### src/sv/prim_mst_pkg.sv
package prim_mst_pkg;

   localparam int MAX_NODES   = 16;
   localparam int WEIGHT_BITS = 16;

   localparam int NODE_BITS = $clog2(MAX_NODES);
   localparam int CNT_BITS  = $clog2(MAX_NODES + 1);
   localparam int KEY_BITS  = WEIGHT_BITS + 1;
   localparam int ADDR_BITS = 2 * NODE_BITS;
   localparam int MAT_DEPTH = MAX_NODES * MAX_NODES;

   localparam logic [CNT_BITS-1:0] NODE_COUNT_RESET = CNT_BITS'(MAX_NODES);
   localparam logic [KEY_BITS-1:0] KEY_INF          = {KEY_BITS{1'b1}};

   localparam logic CMD_WRITE = 1'b0;
   localparam logic CMD_RUN   = 1'b1;

   typedef enum logic [2:0] {
      ST_CLEAR,
      ST_IDLE,
      ST_INIT,
      ST_SCAN,
      ST_MARK,
      ST_RELAX,
      ST_DRAIN,
      ST_EMIT
   } state_type;

   typedef struct packed {
      logic clear_step;
      logic write_entry;
      logic init;
      logic scan_step;
      logic mark;
      logic relax_step;
      logic emit_step;
   } cmd_type;

   typedef struct packed {
      logic clear_last;
      logic idx_last;
      logic round_last;
      logic emit_last;
   } sts_type;

endpackage

### src/sv/prim_mst_ctrl.sv
module prim_mst_ctrl (
   input  logic                 clock,
   input  logic                 reset,
   input  logic                 start,
   input  logic                 req_cmd,
   input  prim_mst_pkg::sts_type sts,
   output prim_mst_pkg::cmd_type cmd,
   output logic                 busy
);

   prim_mst_pkg::state_type state_ff, state_in;

   always_ff @(posedge clock) begin
      if (reset) begin
         state_ff <= prim_mst_pkg::ST_CLEAR;
      end else begin
         state_ff <= state_in;
      end
   end

   always_comb begin
      state_in = state_ff;
      cmd      = '0;
      busy     = 1'b1;
      case (state_ff)
         prim_mst_pkg::ST_CLEAR: begin
            cmd.clear_step = 1'b1;
            if (sts.clear_last) begin
               state_in = prim_mst_pkg::ST_IDLE;
            end
         end
         prim_mst_pkg::ST_IDLE: begin
            busy = 1'b0;
            if (start) begin
               if (req_cmd == prim_mst_pkg::CMD_RUN) begin
                  state_in = prim_mst_pkg::ST_INIT;
               end else begin
                  cmd.write_entry = 1'b1;
               end
            end
         end
         prim_mst_pkg::ST_INIT: begin
            cmd.init = 1'b1;
            state_in = prim_mst_pkg::ST_SCAN;
         end
         prim_mst_pkg::ST_SCAN: begin
            cmd.scan_step = 1'b1;
            if (sts.idx_last) begin
               state_in = prim_mst_pkg::ST_MARK;
            end
         end
         prim_mst_pkg::ST_MARK: begin
            cmd.mark = 1'b1;
            state_in = prim_mst_pkg::ST_RELAX;
         end
         prim_mst_pkg::ST_RELAX: begin
            cmd.relax_step = 1'b1;
            if (sts.idx_last) begin
               state_in = prim_mst_pkg::ST_DRAIN;
            end
         end
         prim_mst_pkg::ST_DRAIN: begin
            if (sts.round_last) begin
               state_in = prim_mst_pkg::ST_EMIT;
            end else begin
               state_in = prim_mst_pkg::ST_SCAN;
            end
         end
         prim_mst_pkg::ST_EMIT: begin
            cmd.emit_step = 1'b1;
            if (sts.emit_last) begin
               state_in = prim_mst_pkg::ST_IDLE;
            end
         end
         default: begin
            state_in = prim_mst_pkg::ST_IDLE;
         end
      endcase
   end

endmodule

### config.mk
export PLATFORM = sky130hd
export DESIGN_NAME = prim_mst_ctrl
export DESIGN_NICKNAME = d
export VERILOG_FILES = /design/src/sv/prim_mst_pkg.sv /design/src/sv/prim_mst_ctrl.sv
export SDC_FILE = /design/constraint.sdc
export NUM_CORES = 1
export LEC_CHECK = 0
export BUFFER_PORTS_ARGS = -buffer_cell sky130_fd_sc_hd__buf_2
export CAP_MARGIN = 20
export CORE_AREA = 2 2 39 41
export CTS_BUF_LIST = sky130_fd_sc_hd__clkbuf_4 sky130_fd_sc_hd__clkbuf_8
export CTS_CLUSTER_DIAMETER = 200
export CTS_CLUSTER_SIZE = 25
export DETAILED_ROUTE_END_ITERATION = 10
export DIE_AREA = 0 0 41 43
export HOLD_SLACK_MARGIN = 0.15
export PLACE_DENSITY = 0.45
export SLEW_MARGIN = 10
export SYNTH_ARGS = -nofsm -noshare
export SYNTH_HDL_FRONTEND = slang
export SYNTH_SLANG_ARGS = --single-unit
### constraint.sdc
create_clock -name clock -period 1.4 [get_ports clock]
set_input_delay 0.07 -clock clock [delete_from_list [all_inputs] [get_ports clock]]
set_output_delay 0.07 -clock clock [all_outputs]
set_load 0.05 [all_outputs]
# Word level (Yosys, flattened, before mapping)
# Index checks and enable logic that the tools add are counted.
[word_totals]
register_bits = 3
inputBits = 8
out_inout_bits = 8
wordCells = 34
[op_classes]
n_eq_ne = 13
mux = 18
n_reduce_logical = 2
[op_table]
columns = ["cell", "n"]
rows = [
  ["one-hot mux 3 bit (8 select lines)", 1],
  ["2-to-1 mux 3 bit", 7],
  ["== test 3 bit, second input constant", 4],
  ["!= test 2 bit, second input constant", 6],
  ["2-to-1 mux 1 bit", 10],
  ["== test 3 x 2 -> 1 bit, second input constant", 2],
  ["AND reduction 6 bit", 1],
  ["== test 3 x 1 -> 1 bit, second input constant", 1],
  ["zero test 3 bit", 1],
]

# Longest topological paths before layout
[logic_depth]
depth_word = 3
depth_mapped = 4
mapped_depth_nobuf = 3

# Least setup slack after synthesis
# OpenSTA, ideal clock, no wires.
[synth_timing]
path_type = "register to output"
startpoint = "reg state_ff[0]"
endpoint = "out cmd[2] (netlist bit)"
arrival_ps = 1645
required_ps = 1330
slack_ps = -315
stages_incl_launch_ff = 3
cell_sequence = "dfxtp_1 buf_2 nor3b_1"
[synth_lines]
columns = ["element", "line", "source"]
rows = [
  ["start, declared", "prim_mst_ctrl.sv:11", "prim_mst_pkg::state_type state_ff, state_in;"],
  ["start signal, assigned", "prim_mst_ctrl.sv:15", "state_ff <= prim_mst_pkg::ST_CLEAR;"],
  ["start signal, assigned", "prim_mst_ctrl.sv:17", "state_ff <= state_in;"],
  ["end, declared", "prim_mst_ctrl.sv:7", "output prim_mst_pkg::cmd_type cmd,"],
]

==> flow_metrics.env <==
export IMPL_finalHoldViolCount=0
export IMPL_start_util_pct=18.3
export IMPL_cts_buffers=3
export IMPL_track_usage_pct=8.82
export IMPL_ir_drop_mv=0.416
export IMPL_first_iter_violations=0
export IMPL_hpwl_um=494
export IMPL_crit_family="simple AND/OR/NAND/NOR gates"
export IMPL_cts_tree="yes"
export IMPL_slowest_stage="dfxtp_1"
export IMPL_ios=16
export IMPL_top_register="state_ff"
export IMPL_fp_dieH_um=43
export IMPL_critPathKind="reg2out"
export IMPL_slew_limit_headroom_pct=80.2
export IMPL_drc=0
export IMPL_syn_to_final_growth_pct=71.3
export IMPL_grt_max_degree=12
export IMPL_netlist_instances=29
export IMPL_grt_pass1_vias=246
export IMPL_postRouteWirelength_um=638
export IMPL_status="finished clean"
export IMPL_synth_top_cells_by_area="dfxtp_1 24%, nand3b_1 5.9%, nor4b_2 5.9%"
export IMPL_rsz0062_at_grt="no"
export IMPL_antenna_found_initial=0
export IMPL_crit_path_start="state_ff[0]"
export IMPL_synth_distinct_cells=23
export IMPL_setup_viol=0
export IMPL_startpoint_type="register"
export IMPL_tns_ps=0
export IMPL_grt_overflow=0
export IMPL_yosys_area_top_type="dfxtp_1"
export IMPL_yosysWarnings=0
export IMPL_period_needed_ps=1340
export IMPL_cts_root_buffer="clkbuf_4"
export IMPL_gp_congestion=0.669
export IMPL_cts_sinks=3
export IMPL_fp_coreArea_mm2=0.00138
export IMPL_p_leak_uw=0.000216
export IMPL_synth_async_reset_ratio_pct=0
export IMPL_holdCritStartpoint="sts[2]"
export IMPL_avgViaCountPerCell=4.30
export IMPL_r2r_start="state_ff[2]"
export IMPL_syn_num_nets=37
export IMPL_ant_nets=0
export IMPL_ys_seq_area_share_pct=23.8
export IMPL_n_antenna_cell=0
export IMPL_required_ps=1330
export IMPL_drtPass1Iterations=1
export IMPL_cp_end_kind="output port"
export IMPL_reg_top3="state_ff x3"
export IMPL_synth_top_cell_area_share_pct=23.8
export IMPL_fmax_mhz=746
export IMPL_cp_num_buf_inv=1
export IMPL_synth_main_ff_cell="dfxtp_1"
export IMPL_die_x_um=41
export IMPL_tightest_slew_ps=294
export IMPL_largest_reg_flops=3
export IMPL_fin_skew_ps=1.05
export IMPL_wl_per_cell_um=9.52
export IMPL_finalInstanceArea_um2=433
export IMPL_port_buffers=15
export IMPL_ys_ff_latch=3
export IMPL_cp_arrival_ps=1270
export IMPL_finalMaxSlewViolations=0
export IMPL_grt_pass1_wl_mm=1.01
export IMPL_row_count=14
export IMPL_postCtsSetupBuffers=0
export IMPL_crit_chain="nand2b_4, or2_4, nor3b_4, buf_6"
export IMPL_h_tree_depth=1
export IMPL_clkTransAtPathRegs_ps=40
export IMPL_synthesis_area_um2=253
export IMPL_synth_edf_count=0
export IMPL_vias=288
export IMPL_clk_latency_ps=230
export IMPL_clockBufferDepth=2
export IMPL_timing_final_crit_share_pct=95.7
export IMPL_drive_gt1_share_pct=58.8
export IMPL_nets=60
export IMPL_avgSynthCellArea_um2=8.72
export IMPL_cap_violations=0
export IMPL_cellPowerDensity_mw_per_mm2=911
export IMPL_dieArea_mm2=0.00176
export IMPL_worstPathMaxFanout=2
export IMPL_placed_cell_area_um2=375
export IMPL_slowest_delay_ps=370
export IMPL_worst_hold_path_type="in2reg"
## Yosys cell counts, types with 2 or more instances
master / number
nor3_1: 2
a21oi_1: 2
and3_1: 2
nand3b_1: 2
dfxtp_1: 3
## metal layers
| metal | vias up | global-route usage, % | share of wire (%) |
|---|---|---|---|
| li1 | 149 | - | - |
| met3 | 0 | 3.14 | 8.2 |
| met1 | 128 | 12.1 | 47 |
| met2 | 11 | 10.0 | 44 |
| met5 | - | 0 | 0 |
| met4 | 0 | 8.00 | 0 |
## repair_timing
| item | 4_1_cts | 5_1_grt |
|---|---|---|
| resized for setup | 1 | 2 |
| gates cloned | 0 | 0 |
| endpoints found under the setup margin | 1 | 3 |
| hold buffers | 2 | 0 |
| hold endpoints to repair | 3 | 0 |
## worst register-to-register path, cell delays in order, from the launching register on
cell and delay, ps:
dfxtp_2 390, mux2_1 340, a21oi_1 170, o21ba_1 130
## worst paths after layout
kind	endpoint	slack, ps	cells after the start
hold reg to reg	state_ff[1]	680	3
setup reg to reg	state_ff[1]	330	3
hold / removal	state_ff[2]	170	3
setup / recovery	cmd[5]	60	4
## where the power goes
| group | switching (uW) | internal (uW) | total, uW |
|---|---|---|---|
| sequential | 4.82 | 91.2 | 96.0 |
| clock | 46.2 | 126 | 172 |
| combinational | 76.1 | 49.8 | 126 |
## cell type report
cell class,count,area [um^2]
clock buffers,4,30.0
multi-input cells,23,194
repair buffers,20,124
fillers,159,951
flip-flops and latches,3,61.3
inverters,1,3.75
well taps,16,20.0
## cell usage in the layout (no fill, tap or decap), types with 2 or more instances in the layout
cell | netlist | layout
clkbuf_4 | 0 | 4
buf_2 | 1 | 14
buf_4 | 0 | 3
nor3_2 | 0 | 2
dfxtp_1 | 3 | 2
a21oi_1 | 2 | 2
dlygate4sd3_1 | 0 | 2
nand3b_1 | 2 | 2
and3_1 | 2 | 2
## through the flow
step	total power, uW	cells	hold WS [ps]	util, %	setup WS [ps]
floorplan	185	29	139	-	8.77
global placement	218	61	272	27.1	222
detailed placement	218	61	276	27.1	215
CTS	404	67	159	30.9	15.4
global route	418	67	199	31.3	10.8
finish	394	67	169	31.3	60.3
## kinds of logic after synthesis
kind of cell	synth area share, %
and+or+nand+nor	51.5
AOI/OAI and AO/OA	12.4
buffers and inverters	7.92
muxes	4.46
DFF	23.8
No activity file was read; power rests on OpenSTA's default activity.
