## config.mk

```make
export PLATFORM = sky130hd
export DESIGN_NAME = prim_mst_dpath
export DESIGN_NICKNAME = d
export VERILOG_FILES = /design/src/sv/prim_mst_pkg.sv /design/src/sv/prim_mst_ram.sv /design/src/sv/prim_mst_dpath.sv
export SDC_FILE = /design/constraint.sdc
export NUM_CORES = 2
export LEC_CHECK = 0
export BUFFER_PORTS_ARGS = -buffer_cell sky130_fd_sc_hd__buf_2
export CORE_MARGIN = 4
export CORE_UTILIZATION = 60
export CTS_BUF_LIST = sky130_fd_sc_hd__clkbuf_8
export DETAILED_ROUTE_END_ITERATION = 6
export MAX_ROUTING_LAYER = met4
export PLACE_DENSITY = 0.76
export RECOVER_POWER = 100
export SLEW_MARGIN = 10
export SYNTH_ARGS = -nofsm -noshare
export SYNTH_HDL_FRONTEND = slang
export SYNTH_SLANG_ARGS = --single-unit
```

## constraint.sdc

```tcl
create_clock -name clock -period 30.5 [get_ports clock]
set_input_delay 4.575 -clock clock [delete_from_list [all_inputs] [get_ports clock]]
set_output_delay 4.575 -clock clock [all_outputs]
set_load 0.005 [all_outputs]
```

## src/sv/prim_mst_pkg.sv

```systemverilog
package prim_mst_pkg;

   localparam int MAX_NODES   = 16;
   localparam int WEIGHT_BITS = 16;

   localparam int NODE_BITS = $clog2(MAX_NODES);
   localparam int CNT_BITS  = $clog2(MAX_NODES + 1);
   localparam int KEY_BITS  = WEIGHT_BITS + 1;
   localparam int ADDR_BITS = 2 * NODE_BITS;
   localparam int MAT_DEPTH = MAX_NODES * MAX_NODES;

   localparam logic [CNT_BITS-1:0] NODE_COUNT_RESET = CNT_BITS'(MAX_NODES);
   localparam logic [KEY_BITS-1:0] KEY_INF          = {KEY_BITS{1'b1}};

   localparam logic CMD_WRITE = 1'b0;
   localparam logic CMD_RUN   = 1'b1;

   typedef enum logic [2:0] {
      ST_CLEAR,
      ST_IDLE,
      ST_INIT,
      ST_SCAN,
      ST_MARK,
      ST_RELAX,
      ST_DRAIN,
      ST_EMIT
   } state_type;

   typedef struct packed {
      logic clear_step;
      logic write_entry;
      logic init;
      logic scan_step;
      logic mark;
      logic relax_step;
      logic emit_step;
   } cmd_type;

   typedef struct packed {
      logic clear_last;
      logic idx_last;
      logic round_last;
      logic emit_last;
   } sts_type;

endpackage

```

## src/sv/prim_mst_ram.sv

```systemverilog
module prim_mst_ram #(
   parameter int WIDTH = 16,
   parameter int DEPTH = 256
) (
   input  logic                     clock,
   input  logic                     wr_en,
   input  logic [$clog2(DEPTH)-1:0] wr_addr,
   input  logic [WIDTH-1:0]         wr_data,
   input  logic                     rd_en,
   input  logic [$clog2(DEPTH)-1:0] rd_addr,
   output logic [WIDTH-1:0]         rd_data
);

   logic [WIDTH-1:0] mem_ff [DEPTH];
   logic [WIDTH-1:0] rd_data_ff;

   always_ff @(posedge clock) begin
      if (wr_en) begin
         mem_ff[wr_addr] <= wr_data;
      end
      if (rd_en) begin
         rd_data_ff <= mem_ff[rd_addr];
      end
   end

   assign rd_data = rd_data_ff;

endmodule

```

## src/sv/prim_mst_dpath.sv

```systemverilog
module prim_mst_dpath (
   input  logic                                  clock,
   input  logic                                  reset,
   input  prim_mst_pkg::cmd_type                 cmd,
   output prim_mst_pkg::sts_type                 sts,
   input  logic                                  csr_wr_en,
   input  logic [prim_mst_pkg::CNT_BITS-1:0]     csr_wr_data,
   input  logic [prim_mst_pkg::NODE_BITS-1:0]    req_row,
   input  logic [prim_mst_pkg::NODE_BITS-1:0]    req_col,
   input  logic [prim_mst_pkg::WEIGHT_BITS-1:0]  req_weight,
   output logic                                  rsp_valid,
   output logic [prim_mst_pkg::NODE_BITS-1:0]    rsp_parent,
   output logic [prim_mst_pkg::NODE_BITS-1:0]    rsp_child,
   output logic                                  rsp_has_parent,
   output logic                                  rsp_last
);

   localparam int NB = prim_mst_pkg::NODE_BITS;
   localparam int KB = prim_mst_pkg::KEY_BITS;
   localparam int WB = prim_mst_pkg::WEIGHT_BITS;
   localparam int CB = prim_mst_pkg::CNT_BITS;
   localparam int AB = prim_mst_pkg::ADDR_BITS;
   localparam int MN = prim_mst_pkg::MAX_NODES;

   // control registers
   logic [CB-1:0] node_count_ff, node_count_in;
   logic [AB-1:0] clr_addr_ff, clr_addr_in;
   logic          rsp_valid_ff, rsp_valid_in;

   // run registers
   logic [NB-1:0] idx_ff, idx_in;
   logic [NB-1:0] round_ff, round_in;
   logic [NB-1:0] pick_ff, pick_in;
   logic [KB-1:0] bkey_ff, bkey_in;
   logic          found_ff, found_in;
   logic          rv_ff, rv_in;
   logic [NB-1:0] ridx_ff, ridx_in;

   logic [KB-1:0] key_ff [MN];
   logic [KB-1:0] key_in [MN];
   logic [NB-1:0] par_ff [MN];
   logic [NB-1:0] par_in [MN];
   logic          in_tree_ff [MN];
   logic          in_tree_in [MN];
   logic          known_ff [MN];
   logic          known_in [MN];

   // result registers
   logic [NB-1:0] rsp_parent_ff, rsp_parent_in;
   logic [NB-1:0] rsp_child_ff, rsp_child_in;
   logic          rsp_has_parent_ff, rsp_has_parent_in;
   logic          rsp_last_ff, rsp_last_in;

   logic [NB-1:0] n_m1;
   logic [NB-1:0] child;
   logic [KB-1:0] scan_key;
   logic          scan_take;
   logic          rlx_take;

   logic          ram_wr_en;
   logic [AB-1:0] ram_wr_addr;
   logic [WB-1:0] ram_wr_data;
   logic [WB-1:0] ram_rd_data;

   prim_mst_ram #(
      .WIDTH(WB),
      .DEPTH(prim_mst_pkg::MAT_DEPTH)
   ) u_matrix (
      .clock  (clock),
      .wr_en  (ram_wr_en),
      .wr_addr(ram_wr_addr),
      .wr_data(ram_wr_data),
      .rd_en  (cmd.relax_step),
      .rd_addr({pick_ff, idx_ff}),
      .rd_data(ram_rd_data)
   );

   assign ram_wr_en   = cmd.clear_step | cmd.write_entry;
   assign ram_wr_addr = cmd.clear_step ? clr_addr_ff : {req_row, req_col};
   assign ram_wr_data = cmd.clear_step ? '0 : req_weight;

   always_comb begin
      if (node_count_ff < CB'(2)) begin
         n_m1 = NB'(1);
      end else if (node_count_ff > CB'(MN)) begin
         n_m1 = NB'(MN - 1);
      end else begin
         n_m1 = NB'(node_count_ff - CB'(1));
      end
   end

   assign child     = NB'(idx_ff + NB'(1));
   assign scan_key  = key_ff[idx_ff];
   assign scan_take = !in_tree_ff[idx_ff] && (!found_ff || (scan_key < bkey_ff));
   assign rlx_take  = rv_ff && (ram_rd_data != '0) && !in_tree_ff[ridx_ff]
                      && ({1'b0, ram_rd_data} < key_ff[ridx_ff]);

   assign sts.clear_last = &clr_addr_ff;
   assign sts.idx_last   = (idx_ff == n_m1);
   assign sts.round_last = (round_ff == n_m1);
   assign sts.emit_last  = (child == n_m1);

   always_comb begin
      node_count_in     = csr_wr_en ? csr_wr_data : node_count_ff;
      clr_addr_in       = cmd.clear_step ? AB'(clr_addr_ff + AB'(1)) : clr_addr_ff;
      rsp_valid_in      = cmd.emit_step;
      idx_in            = idx_ff;
      round_in          = round_ff;
      pick_in           = pick_ff;
      bkey_in           = bkey_ff;
      found_in          = found_ff;
      rv_in             = cmd.relax_step;
      ridx_in           = idx_ff;
      key_in            = key_ff;
      par_in            = par_ff;
      in_tree_in        = in_tree_ff;
      known_in          = known_ff;
      rsp_parent_in     = rsp_parent_ff;
      rsp_child_in      = rsp_child_ff;
      rsp_has_parent_in = rsp_has_parent_ff;
      rsp_last_in       = rsp_last_ff;

      if (cmd.init) begin
         idx_in   = '0;
         round_in = '0;
         found_in = 1'b0;
         for (int i = 0; i < MN; i++) begin
            key_in[i]     = prim_mst_pkg::KEY_INF;
            par_in[i]     = '0;
            in_tree_in[i] = 1'b0;
            known_in[i]   = 1'b0;
         end
         key_in[0] = '0;
      end

      if (cmd.scan_step) begin
         if (scan_take) begin
            pick_in  = idx_ff;
            bkey_in  = scan_key;
            found_in = 1'b1;
         end
         idx_in = sts.idx_last ? '0 : NB'(idx_ff + NB'(1));
      end

      if (cmd.mark) begin
         in_tree_in[pick_ff] = 1'b1;
         found_in            = 1'b0;
         round_in            = NB'(round_ff + NB'(1));
      end

      if (cmd.relax_step) begin
         idx_in = sts.idx_last ? '0 : NB'(idx_ff + NB'(1));
      end

      if (rlx_take) begin
         key_in[ridx_ff]   = {1'b0, ram_rd_data};
         par_in[ridx_ff]   = pick_ff;
         known_in[ridx_ff] = 1'b1;
      end

      if (cmd.emit_step) begin
         idx_in            = child;
         rsp_child_in      = child;
         rsp_has_parent_in = known_ff[child];
         rsp_parent_in     = known_ff[child] ? par_ff[child] : '0;
         rsp_last_in       = sts.emit_last;
      end
   end

   always_ff @(posedge clock) begin
      if (reset) begin
         node_count_ff <= prim_mst_pkg::NODE_COUNT_RESET;
         clr_addr_ff   <= '0;
         rsp_valid_ff  <= 1'b0;
      end else begin
         node_count_ff <= node_count_in;
         clr_addr_ff   <= clr_addr_in;
         rsp_valid_ff  <= rsp_valid_in;
      end
   end

   always_ff @(posedge clock) begin
      idx_ff            <= idx_in;
      round_ff          <= round_in;
      pick_ff           <= pick_in;
      bkey_ff           <= bkey_in;
      found_ff          <= found_in;
      rv_ff             <= rv_in;
      ridx_ff           <= ridx_in;
      key_ff            <= key_in;
      par_ff            <= par_in;
      in_tree_ff        <= in_tree_in;
      known_ff          <= known_in;
      rsp_parent_ff     <= rsp_parent_in;
      rsp_child_ff      <= rsp_child_in;
      rsp_has_parent_ff <= rsp_has_parent_in;
      rsp_last_ff       <= rsp_last_in;
   end

   assign rsp_valid      = rsp_valid_ff;
   assign rsp_parent     = rsp_parent_ff;
   assign rsp_child      = rsp_child_ff;
   assign rsp_has_parent = rsp_has_parent_ff;
   assign rsp_last       = rsp_last_ff;

endmodule

```

[After elaboration in Yosys (flattened, before gate mapping)]
Memory sizes are Yosys's and may differ from the RTL's. A register that Yosys moved wholly into a read port is not among the register bits.
Index checks and enable logic that the tools add are counted.
Word-level totals
  flip-flop bits (word level): 427
  latch bits: 0
  memory bits (writable): 4096
  bits in read-only memories: 0
  bits of input ports: 39
  output and inout bits: 15
  logic and storage cells: 169
  memories kept: 1
Cells by class
  add/sub/neg operators: 4
  multipliers: 0
  div/mod/pow operators: 0
  order comparisons: 10
  equality and inequality tests: 3
  shifts and indexed selects: 0
  mux-type cells: 51
  bitwise logic cells: 7
  reduce and logical (&&, ||, !) cells: 15
Memory list
  u_matrix.mem_ff: words 256, bits a word 16, read ports 1, clocked after Yosys merged registers in 1, wr ports 1, line prim_mst_ram.sv:14  | logic [WIDTH-1:0] mem_ff [DEPTH];
Operators by type and width (count)
  272-bit two-way mux: 2
  272-bit bitwise mux: 1
  17-bit binary-select mux with 4-bit select: 2
  64-bit two-way mux: 2
  17-bit two-way mux: 5
  16-bit two-way mux: 5
  17-bit demux with 4-bit select: 1
  64-bit bitwise mux: 1
  4-bit two-way mux: 11
  16-bit bitwise OR: 2
  5-bit greater-or-equal comparator (second input constant): 4
  4-bit NOT with 5-bit output: 4
  16-bit by 17-bit < comparator with 1-bit output: 1
  17-bit < comparator: 1
  4-bit binary-select mux with 4-bit select: 1
  4-bit demux with 4-bit select: 1
  16-bit nonzero test: 1
  1-bit two-way mux: 13
  1-bit binary-select mux with 4-bit select: 3
  4-bit == test: 3
  5-bit by 1-bit < comparator with 1-bit output (second input constant): 2
  4-bit by 1-bit adder with 4-bit output (second input constant): 2
  8-bit by 1-bit adder with 8-bit output (second input constant): 1
  1-bit demux with 4-bit select: 2
  12 further kinds: 19

[Longest topological paths before layout]
  depth in word-level cells: 9
  mapped depth: 17
  mapped depth without buffers: 11

[Hierarchy]
From an unflattened synthesis, not the netlist that was laid out.
Unflattened totals
  cells, all modules: 9320
  area, all modules: 180757.1 sq um
By module, submodules not included
  prim_mst_ram: times used 1, cells each 7360, area each 158874.9 sq um, seq. area each 123478.4 sq um
  prim_mst_dpath: times used 1, cells each 1960, area each 21882.2 sq um, seq. area each 8938.6 sq um

[Worst setup path before layout]
No wires, ideal clock.
  path kind: input -> register
  start: input cmd[6] in the netlist's numbering
  end: memory u_matrix.mem_ff[0][10] (data pin)
  library setup time: 1.446 ns
  arrival: 11.615 ns
  path slack: 17.438 ns
  stages: 5
  path buffers: 4
  cell sequence: clkbuf_1 > clkbuf_1 > buf_1 > clkbuf_1 > nor2b_1
On the way
  cells in the longest elaborated chain, start to end: 1
RTL lines
  start: declaration: line prim_mst_dpath.sv:4  | input prim_mst_pkg::cmd_type cmd,
  16-bit two-way mux: line prim_mst_dpath.sv:80  | assign ram_wr_data = cmd.clear_step ? '0 : req_weight;
  net ram_wr_data[10]: line prim_mst_dpath.sv:62  | logic [WB-1:0] ram_wr_data;
  end: declaration: line prim_mst_ram.sv:14
The timed path passes the listed nets, and every way through them passes these cells.

[Worst setup path in the final report]
  start: input cmd[6] in the netlist's numbering
  end: memory u_matrix.mem_ff[25][15] (data pin)
Same word-level chain as after synthesis.

==> reports/qor.yml <==
min_period_over_period_pct: 56.52
power_mw: 16.71
post-cts-setup-buffers: 0
cts_tree: "built"
cp-start-kind: "primary input"
grt-ovfl-total: 0
port_buffers: 53
post_dp_cell_area_mm2: 0.1863
ys.flop_type: "edfxtp_1"
gp_congestion: 0.9525
synth_area_leaders: "edfxtp_1 (69%), mux4_2 (12%), mux2i_1 (4.9%)"
clock_skew_ns: 0.09653
critPathCaptureType: "flip-flop"
yosysWarningCount: 0
maxCapViolations: 125
fp.coreArea_mm2: 0.2978
wire_per_inst_um: 35.78
drc: 7
clock_latency_ns: 1.27
critPathKind: "in2reg"
cts_max_path_buffers: 4
fillCellCount: 19100
violations: "design-rule violations, max-capacitance violations, max-slew violations"
synthCells: 9395
grt_max_degree: 195
fin_area_mm2: 0.1974
antenna_found_initial: 42
slew_headroom_pct: -623.0
grt_usage_pct: 34.29
h-tree-depth: 6
syn_area_mm2: 0.1802
finalSetupViolCount: 0
ys_async_sr_fraction_pct: 0
fin_nets: 10040
ys_top_cells_by_count: "edfxtp_1 (4151), mux4_2 (964), mux2i_1 (885), nor2_1 (651), dfxtp_1 (388)"
p_switching_mw: 5.775
busiest_layer: "met2"
root_buffer: "clkbuf_8"
rows: 200
rsz0062_at_grt: "false"
grt.met1_usage_pct: 44.41
yosysMostFrequentCell: "edfxtp_1"
fin_tns_setup_ns: 0
ir_worst_vdd_uv: 67.12
reg2reg_setup_slack_ns: 13.75
cts.clk_slew.worst_paths_ns: 0.06
synth_top_area_cell: "edfxtp_1"
drtAntennaViolNets: 0
synth_top_area_share_pct: 69.19
dp_hpwl_um: 304400
p_int_mw: 10.93
layout-drive-gt1-share_pct: 19.86
p_clk_share_pct: 27.9
switching_share_pct: 34.56
grt_pass1_wl_um: 729800
worst_hold_path_type: "reg2reg"
cp.arrival_ns: 16.76
avgSynthCellArea_um2: 19.18
finalCriticalPeriod_ns: 17.24
combinationalPowerShare_pct: 29.7
p_seq_share_pct: 42.4
synth_edf_count: 4151
start_util_pct: 60.50
syn2layout_area_growth_pct: 9.560
cts-hold-fix-buffers: 0
drtIter0Drc: 17350
powerDensity_mw_per_mm2: 84.65
cts_buffers: 686
critical_path_required_ns: 30.02
leakage_nw: 63.80
ios: 54
tightest_slew_ns: 10.84
fmaxAchievable_ghz: 0.05801
status: "finished, violations left"
cp_max_fo: 178
ys_ff_latch: 4539
viasPerCell: 6.982
route.vias.total: 101400
die-area_mm2: 0.3091
drt-total-wl_um: 519400
cts_resized: 0
grtUsageMet2_pct: 48.74
grtUsageMet3_pct: 11.96
hold_viol: 0
syn_nets: 9469
die_y_um: 556.0
dr.pass1.iters: 7
synth_cell_types: 77
timing.final.max_slew_violations: 6003
final_util_pct: 66.28
grt_pass1_vias: 99180
cts_sinks: 4539
seq_area_frac_synth_pct: 73.50
die_w_um: 556.0
-- logic make-up (layout without fill, tap and decap cells) --
group | after synthesis | after routing | share of synthesized area [%]
buffers and inverters | 684 | 1780 | 1.898
XOR/XNOR | 13 | 13 | 0.06320
AND/OR/NAND/NOR | 1265 | 1265 | 3.109
flip-flops | 4539 | 4539 | 73.50
multiplexers | 1916 | 1916 | 17.39
adder cells (fa/ha/maj) | 35 | 35 | 0.2431
other | 0 | 86 | 0
AO/OA/AOI/OAI | 943 | 943 | 3.801
-- worst paths after layout --
kind | start | end | depth (start not counted)
setup / recovery | cmd[6] | u_matrix.mem_ff[25][15] | 5
setup reg to reg | idx_ff[0] | u_matrix.rd_data[3] | 11
hold / removal | known_ff[8] | known_ff[8] | 1
hold reg to reg | known_ff[8] | known_ff[8] | 1
-- metal layers --
layer,vias to the layer above,share of wire (%)
met4,0,5.9
li1,39780,-
met1,51230,34
met2,8677,45
met3,1661,15
met5,-,0
-- critical path, stage by stage --
cell and delay, ns:
buf_2 0.09, clkbuf_1 1.08, nor2b_4 0.39, clkbuf_1 3.13, clkbuf_1 7.28
-- power groups by stage --
| stage | Clock [mW] | Combinational, mW | Sequential, mW |
|---|---|---|---|
| floorplan | 0 | 2.88 | 7.11 |
| global placement | 0 | 4.68 | 7.17 |
| detailed placement | 0 | 4.74 | 7.18 |
| CTS | 4.67 | 4.76 | 7.05 |
| global route | 4.99 | 5.05 | 7.09 |
| finish | 4.65 | 4.96 | 7.09 |
-- final cells by class --
cell class	count	area, um2	area share, %
Antenna cell	86	215.2	0.1090
Clock buffer	706	9717	4.923
Clock inverter	511	2823	1.430
Inverter	77	304.0	0.1540
Multi-Input combinational cell	4172	44510	22.55
Sequential cell	4539	132400	67.09
Tap cell	3939	4928	2.497
Timing Repair Buffer	486	2466	1.249
-- stage by stage --
stage	setup WS [ns]	instances	hold slack [ns]
finish	13.26	14520	0.4538
global route	12.19	14490	0.4696
CTS	22.07	14430	0.4565
detailed placement	21.78	13210	0.4430
global placement	21.99	13210	0.4308
floorplan	17.44	9395	0.3825
-- cell usage in the layout, fill, tap and decap left out, types with 136 or more instances in the layout --
master and n:
edfxtp_1 4151, nand2_1 260, clkbuf_8 706, a22oi_1 136
mux2i_1 885, inv_1 303, nor2_1 645, o21ai_0 155
mux4_2 964, clkbuf_1 323, a221oi_1 197, dfxtp_1 386
clkinv_1 155
-- state kept, by name (all words and copies together), names as in the netlist --
signal            count
found_ff              1
u_matrix.mem_ff    4096
ridx_ff               4
clr_addr_ff           8
known_ff             16
round_ff              4
idx_ff                4
rsp_child             4
par_ff               64
rsp_valid             1
rsp_parent            4
pick_ff               4
rsp_last              1
key_ff              272
rsp_has_parent        1
rv_ff                 1
in_tree_ff           16
u_matrix.rd_data     16
node_count_ff         5
bkey_ff              17
No activity file was read; power rests on OpenSTA's default activity.
